[config.mk]
export PLATFORM = sky130hd
export DESIGN_NAME = hly_isqrt
export DESIGN_NICKNAME = d
export VERILOG_FILES = /design/src/rtl/core/hly_isqrt.sv
export SDC_FILE = /design/constraint.sdc
export NUM_CORES = 1
export LEC_CHECK = 0
export ABC_AREA = 0
export BUFFER_PORTS_ARGS = -buffer_cell sky130_fd_sc_hd__buf_2
export CAP_MARGIN = 20
export CORE_ASPECT_RATIO = 0.6
export CORE_MARGIN = 3
export CORE_UTILIZATION = 54
export CTS_CLUSTER_DIAMETER = 80
export DETAILED_ROUTE_END_ITERATION = 8
export PLACE_DENSITY = 0.83
export SYNTH_ARGS = -nofsm -noshare
export SYNTH_HDL_FRONTEND = slang
export SYNTH_SLANG_ARGS = --single-unit
[constraint.sdc]
create_clock -name i_clk -period 3.5 [get_ports i_clk]
set_input_delay 1.05 -clock i_clk [delete_from_list [all_inputs] [get_ports i_clk]]
set_output_delay 1.05 -clock i_clk [all_outputs]
set_load 0.01 [all_outputs]
[src/rtl/core/hly_isqrt.sv]
`timescale 1ns / 1ps

module hly_isqrt (
    input  logic        i_clk,
    input  logic        i_rst_n,
    input  logic        i_start,
    input  logic [63:0] i_radicand,
    output logic        o_done,
    output logic [31:0] o_root
);

    logic        r_busy;
    logic        r_done;
    logic [4:0]  r_cnt;
    logic [63:0] r_rad;
    logic [34:0] r_rem;
    logic [31:0] r_root;

    logic [34:0] rem_sh;
    logic [34:0] trial;
    logic        ge;

    // two radicand bits brought down per step, one root bit out
    assign rem_sh = {r_rem[32:0], r_rad[63:62]};
    assign trial  = {1'b0, r_root, 2'b01};
    assign ge     = rem_sh >= trial;

    always_ff @(posedge i_clk) begin
        if (!i_rst_n) begin
            r_busy <= 1'b0;
            r_done <= 1'b0;
            r_cnt  <= '0;
        end else begin
            r_done <= 1'b0;
            if (i_start) begin
                r_busy <= 1'b1;
                r_cnt  <= '0;
            end else if (r_busy) begin
                r_cnt <= r_cnt + 5'd1;
                if (r_cnt == 5'd31) begin
                    r_busy <= 1'b0;
                    r_done <= 1'b1;
                end
            end
        end
    end

    always_ff @(posedge i_clk) begin
        if (i_start) begin
            r_rad  <= i_radicand;
            r_rem  <= '0;
            r_root <= '0;
        end else if (r_busy) begin
            r_rad  <= {r_rad[61:0], 2'b00};
            r_rem  <= ge ? (rem_sh - trial) : rem_sh;
            r_root <= {r_root[30:0], ge};
        end
    end

    assign o_done = r_done;
    assign o_root = r_root;

endmodule

* Word-level counts from Yosys, hierarchy flattened
Index checks and enable logic that the tools add are counted.
Word-level totals: register bits 136, bits of input ports 67, output and inout bits 33, logic and storage cells 22
Cells by class: muxes and demuxes 7, eq/ne operators 1, $lt $le $gt $ge 1, reduce and logical (&&, ||, !) cells 3, add/sub/neg operators 2, bitwise gates (word level) 2
Operators with widths (number):
- 64-bit 2-to-1 mux | 2
- 35-bit by 34-bit greater-or-equal comparator with 1-bit output | 1
- 33-bit 2-to-1 mux | 1
- 33-bit subtractor | 1
- 5-bit by 1-bit adder with 5-bit output, second input constant | 1
- 5-bit equality test, second input constant | 1
- 1-bit 2-to-1 mux | 4
- 3-bit OR reduction | 1
- 1-bit NOT | 2
- 2-bit nonzero test | 1
- 2-bit OR reduction | 1

* Longest topological paths before layout
Gate-level depths: netlist (run 1).
word-level depth 4, mapped depth 14, depth with buffers taken out 11

* Least setup slack after synthesis (run 1)
OpenSTA, ideal clock, no wires.
path type input-to-reg, from input port i_start, to register r_rad[0] (enable), required time 3.106 ns, cell stages on the path 4, data arrival time 2.716 ns, library setup time 0.394 ns, slack 0.390 ns, path buffers 3, cell sequence clkbuf_1 clkbuf_1 clkbuf_1 or2_2
On the way: word-level cells in the longest chain between the ends 1
Ends and longest elaborated chain:
- start, declared | RTL line 6 | input logic i_start,
- 2-bit nonzero test (no line)
- end signal, assigned | RTL line 50 | r_rad <= i_radicand;
- end signal, assigned | RTL line 54 | r_rad <= {r_rad[61:0], 2'b00};
- end, declared | RTL line 15 | logic [63:0] r_rad;
No other way between the ends. A chain may end at the register's enable or synchronous reset.

* Worst setup path in the final report (run 1)
from register r_root[20] (netlist: o_root[20]), to register r_rem[28]
On the way: word-level cells in the longest chain between the ends 2, elaborated cells between the ends (all ways) 3, those cells by class add/sub: 1; order compare: 1; mux: 1
Ends and longest elaborated chain:
- start, declared | RTL line 17 | logic [31:0] r_root;
- start signal, assigned | RTL line 56 | r_root <= {r_root[30:0], ge};
- 33-bit subtractor or 35-bit by 34-bit greater-or-equal comparator with 1-bit output (tied branches) | RTL line 55, 26
- 33-bit 2-to-1 mux (*) | RTL line 55 | r_rem <= ge ? (rem_sh - trial) : rem_sh;
- end signal, assigned | RTL line 55
- end, declared | RTL line 16 | logic [34:0] r_rem;
Mark *: on every way between the ends. The rest lies on a longest branch, timed or not.

==> summary.txt, run 1 <==
Placement
  – IO Port Bufs: 99
  – Place WS: 0.548 ns
  – Final GP Congestion: 0.918
  – Placed Area: 8140 um^2
  – Post-DP HPWL: 11900 um

Timing
  – RSZ-0062 raised after global routing: no
  – Worst Max-Slew Pin Slew: 0.548 ns
  – Final Setup Violations: 0
  – Max Clk Rate: 325 MHz
  – Setup TNS: 0 ns
  – Fin. max-slew vios: 0
  – Period utilisation layout: 88.0%
  – Final Hold Vio Count: 0
  – Slew HR: 63.5%
  – Final Skew: 0.0147 ns
  – Setup ws final: 0.421 ns
  – Tmin final: 3.08 ns

Cells and area
  – Final Net Count: 928
  – Post-Route Utilization: 66.0%
  – Final Cell Area: 8720 um^2
  – Share of cells above drive strength 1: 26.0%
  – Syn-to-layout area delta: 16.3%
  – Diode count: 0
  – Fill cells: 1006

Floorplanning
  – Core box area: 13200 um^2
  – Die span in y: 97.3 um
  – IO Count: 100
  – Std cell rows: 32
  – Initial core utilization: 56.7%
  – Chip width: 158 um
  – DIE AREA: 15400 um^2

Clock network
  – CTS tree: done
  – Root Driver: clkbuf_16
  – Postcts setup bufs: 0
  – Clock buffer count from CTS: 17
  – Clock Latency Late Sink: 0.41 ns
  – Clk slew on worst S/H paths: 0.06 ns
  – CTS Hold Bufs: 0
  – PostCTS Resize Cnt: 0
  – Clk sink count: 136
  – CTS Buffer Depth: 2
  – H-tree levels: 4

Synth
  – Mapped Area: 7500 um^2
  – Post-Syn Nets: 841
  – Post-synth ARST share: 0%
  – EDFF count, synth: 64
  – Largest cells by area after synthesis: edfxtp_1 26%, dfxtp_1 19%, mux2_2 9.3%, mux2i_1 6.1%, ha_1 6.0%
  – Sequential share of the synthesized area: 44.9%
  – Syn Area/Cell: 10.2 um^2
  – FF+latch count, synth: 136
  – Largest area contributor in the netlist: edfxtp_1
  – Synthesis Warnings: 0
  – Post-Syn Instances: 738
  – Synth cell types: 64
  – Synth Flop Type: dfxtp_1
  – Yosys top cell area share: 25.6%

Setup path
  – Crit. Startpoint: o_root[20]
  – FF-to-FF Start: o_root[20]
  – Reg2reg end: r_rem[28]
  – CP max stage cell: or4_1
  – Arr. time, crit path: 3.41 ns
  – Register-to-register setup slack: 0.42 ns
  – Startpoint Class: flop
  – CP endpoint kind: flop
  – WS Path Type: reg -> reg
  – Critical Path Fanout Max: 37
  – CP peak stage delay: 0.57 ns
  – Worst setup path end: r_rem[28]
  – Worst R2R Path Depth: 11
  – Critical-path cell list: inv_1 > ha_1 > nand4_2 > or4_1 > o211ai_2 > nand3_1 > nor3b_4 > buf_12 > nor4_1 > a21oi_1 > a211oi_2
  – Data required time of the critical path: 3.83 ns

Power
  – Seq pwr share: 35.2%
  – Total power: 5.44 mW
  – Pwr/cell area: 624 nW/um^2
  – Static leakage: 3.57 nW
  – Switching power total: 1.79 mW
  – Combinational Power Share: 32.3%
  – Int Pwr: 3.65 mW
  – Clk network pwr share: 32.6%
  – Sw Share: 33.0%
  – VDD IR max: 0.360 mV

Detailed routing
  – Via density: 5.76
  – WL per Instance: 16.9 um
  – Drt first pass iters: 6
  – Starting DRT DRC Count: 620
  – DRT antenna net count: 0
  – Routed vias: 5811
  – Total routed wirelength: 17000 um
  – # DRC: 0

GRT
  – Largest net degree at the start of global routing: 65
  – Total track usage: 22.1%
  – Grt ovf: 0
  – First-pass GRT wire length: 27600 um
  – Initial antenna violation count: 0
  – Number of global-route vias before repair: 5341

Worst hold path
  – Worst Hold Class: reg -> reg
  – Worst Min Path Start: r_cnt[4]

Status
  – Status: finished clean

Flow run
  – # Max-Cap Violations: 0
registers in the layout (all words and copies together) (netlist names):
name and flops:
r_rem 33, r_rad 64, o_root 32, o_done 1, r_cnt 5, r_busy 1
power by group through the flow:
stage | Combinational [mW] | Sequential, mW | Clock, mW
global placement | 1.67 | 1.94 | 0
floorplan | 1.37 | 1.91 | 0
global route | 1.92 | 1.93 | 1.86
CTS | 1.73 | 1.91 | 1.80
detailed placement | 1.70 | 1.94 | 0
finish | 1.76 | 1.92 | 1.77
layer usage:
layer,track usage [%],up-vias,share of wire (%)
met1,35.6,2759,51
met5,0,-,0
met2,30.2,194,42
li1,-,2846,-
met3,4.67,12,6.2
met4,4.03,0,0.67
metrics by stage:
stage / hold WS [ns] / std cells
2_1_floorplan: 0.467 / 738
3_3_place_gp: 0.486 / 976
3_5_place_dp: 0.498 / 976
4_1_cts: 0.512 / 1008
5_1_grt: 0.533 / 1008
6_report: 0.504 / 1008
synth_stat cells (2+ instances only):
cell,n
o21bai_1,4
nand4_1,9
buf_6,3
or3_1,2
nand3_1,6
or2_1,3
nor3b_1,3
o31ai_1,2
a21o_1,8
buf_1,6
inv_1,43
nand2_1,26
and3_1,3
nor2b_1,5
clkbuf_1,23
nand3b_1,3
nor4_1,4
edfxtp_1,64
or2_2,3
mux2i_1,46
a21oi_1,57
o21ai_1,2
nor3_1,9
nand2b_1,3
xnor2_1,20
mux2_2,62
o211ai_2,2
xor2_1,10
a31o_2,2
a211oi_1,30
nor2_1,101
o211ai_1,3
ha_1,36
a31oi_1,4
o31a_1,3
dfxtp_1,72
o21a_1,7
and2_1,3
o21ai_0,14
buf_2,8
worst max-delay path: cells and delay by family (launching register included):
family | cells | cell delay [ns]
AOI/OAI and AO/OA | 3 | 0.52
adders and majority gates | 1 | 0.47
buffers and inverters | 2 | 0.24
DFF | 1 | 0.37
and+or+nand+nor | 5 | 1.37
worst min path at each step:
stage | end | slack [ns] | cells after the start
floorplan | r_rem[31] | 0.47 | 2
global placement | r_cnt[4] | 0.49 | 2
detailed placement | r_cnt[4] | 0.50 | 2
CTS | r_cnt[4] | 0.51 | 2
global route | r_rem[5] | 0.53 | 2
finish | r_cnt[4] | 0.50 | 2
logic make-up after synthesis:
group	share of synthesized area, %
fa+ha+maj	6.01
xor+xnor	3.50
simple gates	11.7
buf+inv	4.69
flops	44.9
compound gates	13.8
mux	15.5
layout make-up:
| type | instances | area (um^2) | share of cell area [%] |
|---|---|---|---|
| Timing Repair Buffer | 109 | 611 | 7.00 |
| Multi-Input combinational cell | 518 | 3790 | 43.5 |
| Sequential cell | 136 | 3370 | 38.6 |
| Clock inverter | 14 | 148 | 1.69 |
| Tap cell | 170 | 213 | 2.44 |
| Clock buffer | 18 | 429 | 4.92 |
| Inverter | 43 | 161 | 1.85 |
placed cells by master (no fill, tap or decap), drive strengths merged, types with 8 or more instances in the layout:
| cell type | Yosys | layout |
|---|---|---|
| xor2 | 10 | 10 |
| nand2 | 26 | 26 |
| a211oi | 31 | 31 |
| dfxtp | 72 | 72 |
| o21ai | 16 | 16 |
| a21oi | 58 | 58 |
| inv | 43 | 47 |
| nor2 | 101 | 101 |
| edfxtp | 64 | 64 |
| buf | 18 | 109 |
| nand4 | 10 | 10 |
| xnor2 | 20 | 20 |
| mux2i | 46 | 46 |
| clkbuf | 23 | 18 |
| ha | 36 | 36 |
| a21o | 8 | 8 |
| nor3 | 9 | 9 |
| mux2 | 62 | 62 |
No activity file was read; power rests on OpenSTA's default activity.
==> inputs of run 2 (changes only) <==
Settings changed: CORE_UTILIZATION 54 to 53, PLACE_DENSITY 0.83 to 0.85.
Clock period 3.5 ns to 2.8 ns, I/O delays scaled along.
==> run 2 against run 1 <==
  * Setup slack got worse by 0.37 ns
  * Non-clock buffer count increased by 63
  * Combinational power increased by 57%
  * Final cell count increased by 7.9%
  * Clock power increased by 27%
  * Critical path type unchanged
  * Clock skew decreased by 0.0059 ns
  * Hold slack improved by 0.0030 ns
==> summary.txt, run 2 (synthesis results as in run 1) <==
Status
  – Status: finished clean (unchanged)

Placement
  – IO Port Bufs: 99 (unchanged)
  – Place WS: -0.0575 ns (was 0.548 ns)
  – Final GP Congestion: 0.989 (was 0.918)
  – Placed cell count: 1046 (was 976)
  – Post-DP HPWL: 12500 um (was 11900 um)

Detailed routing
  – DRT antenna net count: 0 (unchanged)
  – Via density: 5.77 (was 5.76)
  – WL per Instance: 17.7 um (was 16.9 um)
  – Routed vias: 6274 (was 5811)
  – Starting DRT DRC Count: 553 (was 620)
  – Total routed wirelength: 19300 um (was 17000 um)
  – Drt first pass iters: 7 (was 6)
  – # DRC: 0 (unchanged)

Setup path
  – FF-to-FF Start: o_root[15] (was o_root[20])
  – Crit. Startpoint: o_root[15] (was o_root[20])
  – WS Path Type: reg -> reg (unchanged)
  – Reg2reg end: r_rem[24] (was r_rem[28])
  – Critical Path Fanout Max: 11 (was 37)
  – Startpoint Class: flop (unchanged)
  – Data required time of the critical path: 3.14 ns (was 3.83 ns)
  – Worst setup path end: r_rem[24] (was r_rem[28])
  – Arr. time, crit path: 3.09 ns (was 3.41 ns)
  – Register-to-register setup slack: 0.05 ns (was 0.42 ns)
  – CP endpoint kind: flop (unchanged)
  – Worst R2R Path Depth: 11 (unchanged)

Floorplanning
  – Core box area: 13300 um^2 (was 13200 um^2)
  – IO Count: 100 (unchanged)
  – Std cell rows: 32 (unchanged)
  – Chip width: 160 um (was 158 um)
  – DIE AREA: 15700 um^2 (was 15400 um^2)
  – Initial core utilization: 56.2% (was 56.7%)
  – Die span in y: 98.1 um (was 97.3 um)

Cells and area
  – Register with the most flip-flops: r_rad (unchanged)
  – Non-Filler Instances: 1088 (was 1008)
  – Final Net Count: 991 (was 928)
  – Commonest cells after routing, fill and taps aside: 101 x nor2_1, 98 x buf_2, 67 x buf_4, 64 x edfxtp_1, 62 x mux2_2 (was 101 x nor2_1, 98 x buf_2, 71 x dfxtp_1, 64 x edfxtp_1, 62 x mux2_2)
  – Syn-to-layout area delta: 28.0% (was 16.3%)
  – Share of cells above drive strength 1: 37.6% (was 26.0%)
  – Most common cell after layout, fill and taps aside: nor2_1 (unchanged)
  – Largest register FFs: 64 (unchanged)
  – Diode count: 0 (unchanged)

Clock network
  – Root Driver: clkbuf_16 (unchanged)
  – Clk slew on worst S/H paths: 0.07 ns (was 0.06 ns)
  – H-tree levels: 4 (unchanged)
  – Clock buffer count from CTS: 17 (unchanged)
  – CTS Buffer Depth: 2 (unchanged)
  – Clk sink count: 136 (unchanged)
  – Clock Latency Late Sink: 0.42 ns (was 0.41 ns)
  – CTS tree: done (unchanged)
  – CTS Hold Bufs: 0 (unchanged)

Timing
  – Slew HR: 67.4% (was 63.5%)
  – Final Skew: 0.00881 ns (was 0.0147 ns)
  – Final Hold Vio Count: 0 (unchanged)
  – Worst hold margin: 0.508 ns (was 0.504 ns)
  – Final Setup Violations: 0 (unchanged)
  – Period utilisation layout: 98.1% (was 88.0%)
  – Setup ws final: 0.0534 ns (was 0.421 ns)
  – Max Clk Rate: 364 MHz (was 325 MHz)
  – Worst Max-Slew Pin Slew: 0.489 ns (was 0.548 ns)
  – Fin. max-slew vios: 0 (unchanged)
  – Tmin final: 2.75 ns (was 3.08 ns)

Flow run
  – # Max-Cap Violations: 0 (unchanged)

Worst hold path
  – Worst Hold Class: reg -> reg (unchanged)

Power
  – Static leakage: 3.95 nW (was 3.57 nW)
  – VDD IR max: 0.508 mV (was 0.360 mV)
  – Pwr/cell area: 772 nW/um^2 (was 624 nW/um^2)

GRT
  – First-pass GRT wire length: 29500 um (was 27600 um)
  – Initial antenna violation count: 0 (unchanged)
  – Grt ovf: 0 (unchanged)
  – Total track usage: 23.1% (was 22.1%)
  – Largest net degree at the start of global routing: 77 (was 65)
  – Number of global-route vias before repair: 5800 (was 5341)
[run 2: cell count changes in the layout (fill, tap and decap cells not counted), sizes merged]
cell,delta
bufinv,-2
inv,+5
clkbuf,+2
buf,+62
clkinvlp,-1
clkinv,-3
[run 2: timing repair]
| action | 4_1_cts | 5_1_grt |
|---|---|---|
| pin swaps | 1 | 15 |
| cloned | 0 | 1 |
| setup endpoints to repair | 5 | 28 |
| resized for setup | 10 | 57 |
| setup buffers | 0 | 9 |
[run 2: per-layer routing]
metal | up-vias | part of all wire, % | GRT usage [%]
li1 | 2977 | - | -
met1 | 3025 | 48 | 36.1
met2 | 250 | 44 | 32.9
met3 | 22 | 7.0 | 4.37
met4 | 0 | 0.97 | 5.31
met5 | - | 0 | 0
[run 2: worst min path at each step]
stage                     startpoint         to  slack, ns  cells after the start
after floorplan            r_rem[31]  r_rem[31]       0.47                      2
after global placement      r_cnt[4]   r_cnt[4]       0.49                      2
after detailed placement    r_cnt[4]   r_cnt[4]       0.50                      2
after CTS                  r_rem[15]  r_rem[15]       0.51                      2
after global routing        r_rem[3]   r_rem[3]       0.54                      2
final                       r_cnt[4]   r_cnt[4]       0.51                      2
[run 2: report_power, final]
group,switching (mW),total [mW],internal (mW)
Clock,0.991,2.24,1.25
Combinational,1.46,2.77,1.31
Sequential,0.118,2.40,2.28
[run 2: area by class of cell]
type	instances	area [um^2]
timing repair buffer	172	1130
sequential	136	3380
fill	960	3730
clock inverter	13	125
tap	187	234
clock buffer	19	464
inverter	43	161
multi-input combinational	518	4100
[run 2: per-stage QoR]
step                      utilization (%)  instance area (um^2)  power [mW]  TNS (ns)
final                                72.0                  9600        7.41         0
after detailed placement             64.4                  8590        4.73   -0.0575
after global routing                 72.0                  9600        7.74    -0.413
after CTS                            69.1                  9210        7.01         0
after global placement               64.4                  8590        4.68         0
after floorplan                         -                  7500        4.10         0
[run 2: critical path: stages, from the launching register on]
cell,delay (ns)
dfxtp_1,0.34
inv_1,0.08
ha_4,0.30
nand4_1,0.15
or4_4,0.54
o211ai_2,0.19
nand3_1,0.10
nor3b_4,0.17
buf_4,0.14
clkbuf_16,0.16
or3b_1,0.35
o21ai_1,0.16
